==> config.mk <==
export PLATFORM = sky130hd
export DESIGN_NAME = ole_cell
export DESIGN_NICKNAME = d
export VERILOG_FILES = /design/src/rtl/ordered_list_max_extract_top_assert.svh /design/src/rtl/ole_pkg.sv /design/src/rtl/ole_cell.sv
export SDC_FILE = /design/constraint.sdc
export NUM_CORES = 1
export LEC_CHECK = 0
export BUFFER_PORTS_ARGS = -buffer_cell sky130_fd_sc_hd__buf_2
export CELL_PAD_IN_SITES_DETAIL_PLACEMENT = 1
export CELL_PAD_IN_SITES_GLOBAL_PLACEMENT = 2
export CORE_MARGIN = 1
export CORE_UTILIZATION = 23
export CTS_BUF_LIST = sky130_fd_sc_hd__clkbuf_8
export DETAILED_ROUTE_END_ITERATION = 8
export PLACE_DENSITY = 0.85
export SYNTH_ARGS = -nofsm -noshare
export SYNTH_HDL_FRONTEND = slang
export SYNTH_SLANG_ARGS = --single-unit
==> constraint.sdc <==
create_clock -name clk_i -period 3.1 [get_ports clk_i]
set_input_delay 0.62 -clock clk_i [delete_from_list [all_inputs] [get_ports clk_i]]
set_output_delay 0.62 -clock clk_i [all_outputs]
set_load 0.1 [all_outputs]
==> src/rtl/ordered_list_max_extract_top_assert.svh <==
// assertion macros shared by the ordered list rtl
// expects clk_i and rst_ni in the scope of the including module
`ifndef ORDERED_LIST_MAX_EXTRACT_TOP_ASSERT_SVH
`define ORDERED_LIST_MAX_EXTRACT_TOP_ASSERT_SVH

// same-cycle implication, checked out of reset
`define OLE_ASSERT_NOW(lbl, ante, cons, msg) \
  lbl: assert property (@(posedge clk_i) disable iff (!rst_ni) (ante) |-> (cons)) \
    else $error(msg);

// next-cycle implication, checked out of reset
`define OLE_ASSERT_NEXT(lbl, ante, cons, msg) \
  lbl: assert property (@(posedge clk_i) disable iff (!rst_ni) (ante) |=> (cons)) \
    else $error(msg);

`endif

==> src/rtl/ole_pkg.sv <==
// types, codes and helpers for the ordered list with max extraction
// no dependencies
`timescale 1ns / 1ps
`default_nettype none

package ole_pkg;

  localparam int Depth      = 64;
  localparam int ItemWidth  = 32;
  localparam int IdxWidth   = $clog2(Depth);
  localparam int CountWidth = $clog2(Depth + 1);
  localparam int TreeN      = 2 ** IdxWidth;
  localparam int StepWidth  = $clog2(IdxWidth + 1);

  typedef logic signed [ItemWidth-1:0] item_t;
  typedef logic [IdxWidth-1:0]         idx_t;
  typedef logic [CountWidth-1:0]       count_t;

  localparam logic [2:0] OpPush    = 3'd0;
  localparam logic [2:0] OpPop     = 3'd1;
  localparam logic [2:0] OpExists  = 3'd2;
  localparam logic [2:0] OpPeek    = 3'd3;
  localparam logic [2:0] OpExtract = 3'd4;
  localparam logic [2:0] OpReverse = 3'd5;

  localparam logic [1:0] StOk    = 2'd0;
  localparam logic [1:0] StFull  = 2'd1;
  localparam logic [1:0] StEmpty = 2'd2;

  // cell actions
  localparam logic [1:0] ActHold      = 2'd0;
  localparam logic [1:0] ActPushFront = 2'd1;
  localparam logic [1:0] ActPushBack  = 2'd2;
  localparam logic [1:0] ActRemove    = 2'd3;

  typedef struct packed {
    logic [2:0]          opcode;
    logic signed [31:0]  item_value;
  } in_t;

  typedef struct packed {
    logic signed [31:0]  result_item;
    logic                found;
    logic [1:0]          status;
    logic [6:0]          item_count;
  } out_t;

  typedef struct packed {
    logic [1:0] action;
    item_t      item;
    count_t     count;
    idx_t       sel;
  } cell_cmd_t;

  typedef struct packed {
    logic  vld;
    item_t val;
    idx_t  idx;
  } node_t;

  // larger value wins; on a tie the node nearer the head wins
  function automatic node_t pick(node_t a, node_t b, logic rev);
    node_t r;
    if (!b.vld) begin
      r = a;
    end else if (!a.vld) begin
      r = b;
    end else if ($signed(a.val) > $signed(b.val)) begin
      r = a;
    end else if ($signed(b.val) > $signed(a.val)) begin
      r = b;
    end else begin
      r = rev ? b : a;
    end
    return r;
  endfunction

endpackage

`default_nettype wire

==> src/rtl/ole_cell.sv <==
// one storage cell of the list chain, shifts with its neighbors
// depends on ole_pkg
`timescale 1ns / 1ps
`default_nettype none

module ole_cell (
  input  wire                   clk_i,
  input  ole_pkg::idx_t         cell_idx_i,
  input  ole_pkg::cell_cmd_t    cmd_i,
  input  ole_pkg::item_t        left_i,
  input  ole_pkg::item_t        right_i,
  output ole_pkg::item_t        value_o,
  output logic                  valid_o,
  output logic                  match_o
);
  import ole_pkg::*;

  item_t  value_q, value_d;
  count_t my_pos;

  assign my_pos  = CountWidth'(cell_idx_i);
  assign valid_o = my_pos < cmd_i.count;
  assign match_o = valid_o && (value_q == cmd_i.item);
  assign value_o = value_q;

  always_comb begin
    value_d = value_q;
    case (cmd_i.action)
      ActPushFront: value_d = (cell_idx_i == '0) ? cmd_i.item : left_i;
      ActPushBack: begin
        if (my_pos == cmd_i.count) begin
          value_d = cmd_i.item;
        end
      end
      ActRemove: begin
        if (cell_idx_i >= cmd_i.sel) begin
          value_d = right_i;
        end
      end
      default: value_d = value_q;
    endcase
  end

  always_ff @(posedge clk_i) begin
    value_q <= value_d;
  end

endmodule

`default_nettype wire

==> metrics.txt <==
status=complete, no violations; Bufs and invs on worst path=3; DRC=0; WL/cell=16.2 um; most frequent cells in the layout=buf_2, nor2_1; Max IR drop VDD=208 uV; HP Start=right_i[12]; Hold Path Class=in2reg; Util after Layout=0.332; xor-xnor portion of the synthesized cell area=0.104; multi-input logic area=1650 sq um; post-synth top area share=0.357; total number of vias=2,566; Crit-path slowest cell=o41ai_4; GRT overflow=0; Leakage=1.71 nW; Final Setup Violations=0; CP Class=in2out; nets@finish=545; Die ar.=12,200 sq um; Net Count, Synth=394; FF+latch area=961 sq um; biggest area consumer among synthesized cells=edfxtp_1; largest family of logic cells by synthesized area=multiplexers; max FFs per register=32; placed insts=551; Cell variety after synth=29; Finished Layout Cells=559; clk slew on worst S/H paths=0.07 ns; Filler cells=1,387; f_max=339 MHz; CP endpoint kind=primary output; flops & latches, synth=32; final period utilization=0.951; CTS Buf Count=5; H-tree levels=2; Critical Path AT=2.33 ns; CP required=2.48 ns; GR Util All Layers=0.148; Iter 0 DRT Violations=73; first-pass iteration count of the detailed router=4; post-CTS setup buffers=0; synthesis-to-layout area growth=40.7%; Worst Tran Pin Value=0.496 ns; adder-cell share of the synthesized area=0.0557; count of clock tree sinks=32; startpoint class of the critical path=input port; biggest cell delay along the critical path=0.36 ns; clock root buffer=clkbuf_8; Placer Congestion=0.744; post-synthesis mux area share=0.249; Diodes inserted=0; Fin. Hold Viols=0; Clock Path Buffers=2; Power Dens Cells=483 nW/um^2; Max Slew Vio Count=0; height of the die=110 um; first-pass GRT wire length=13,500 um; simple-gate portion of the synthesized area=0.103; Slew HR=0.668; Crit. Startpoint=cmd_i[7]; Max Cap Viol=0; post-layout min period=2.95 ns; Placeable Area=11,400 sq um; post-cts repair resize count=0; RSZ-0062 raised after global routing=no; Sum Neg Setup Slack=0 ns; mapped cell area=2700 sq um; Port Buf Inserts=151; syn_area_per_cell=10.2 sq um; Cells after Synth=264; Starting Density=0.236; Via-to-Cell Ratio=4.59; CTS tree=built; most common cell type on the critical path=o21a_1; Ports=152; initial antenna violation count=0; vias in the first global route=2,599; Routed Antenna Nets=0; post-placement setup slack=0.116 ns; hold depth=2; Worst Path Max Fanout=2; DPL Wire Length=7410 um; Setup WS post-layout=0.151 ns; Hold Buf Count CTS=0; Area contributors post-synth=edfxtp_1, mux2_2, mux2i_1; largest net degree at the start of global routing=35; Yosys warning total=0; WHS Endpoint=value_o[12]; layout cell share with drive strength beyond 1=0.490; Die Wd=110 um; crit-path cells=buf_2 -> inv_12 -> ha_4 -> nor2b_1 -> o21a_1 -> o21a_1 -> o41ai_4 -> and3_4 -> buf_12; Pwr Total=1.83 mW; sequential area share after synthesis=0.357; critical path's top delay family=compound AO/OA/AOI/OAI gates; leading cell type in the layout, fill and taps excluded=buf_2; complex-gate fraction of the synthesized area=0.0840; routed wire length=9070 um; # rows=39
[routing by layer]
metal	GRT usage	part of all wire	up-vias
met4	0.0254	0.0044	0
met3	0.0335	0.061	4
met5	0	0	-
met1	0.181	0.43	1214
met2	0.265	0.50	87
li1	-	-	1261
[kinds of logic (layout without fill, tap and decap cells)]
kind of cell    Yosys count  in the layout
compound gates           40             40
fa+ha+maj                12             12
mux                      63             63
xor+xnor                 32             32
flops                    32             32
simple gates             59             59
buf+inv                  26            178
[through the flow]
step                      instance area [sq um]  hold slack, ns
after floorplan                            2740           0.871
after global placement                     3680           0.977
after detailed placement                   3680            1.00
after CTS                                  3790           0.693
after global routing                       3790           0.697
final                                      3790           0.707
[layout make-up]
| type | count | area share |
|---|---|---|
| Clock inverter | 3 | 0.0102 |
| Tap cell | 143 | 0.0472 |
| Clock buffer | 5 | 0.0181 |
| Inverter | 12 | 0.0152 |
| Sequential cell | 32 | 0.253 |
| Multi-Input combinational cell | 206 | 0.435 |
| Timing Repair Buffer | 158 | 0.221 |
[synth_stat cells, drive strengths merged]
master	instances
nand2	5
mux2i	31
buf	5
nor2	35
xnor2	32
a21oi	32
mux2	32
nor3	2
nor4	3
o221a	1
o21a	2
inv	12
nand2b	1
a31oi	1
and3	1
nand4	9
a211oi	1
clkbuf	9
o21ai	2
nor2b	2
nand4b	1
ha	12
edfxtp	32
o41ai	1
[report_power, final]
group	switching [mW]	internal (mW)	total (mW)
registers	0.0377	0.548	0.586
clock network	0.176	0.236	0.412
logic	0.613	0.221	0.835
[worst max path at each step]
stage          cells after the start  slack, ns  endpoint
2_1_floorplan                      7      -0.56   match_o
3_3_place_gp                       9       0.14   match_o
3_5_place_dp                       9       0.12   match_o
4_1_cts                            9       0.13   match_o
5_1_grt                            9       0.08   match_o
6_report                           9       0.15   match_o
Power figures use the tool's default switching activity.
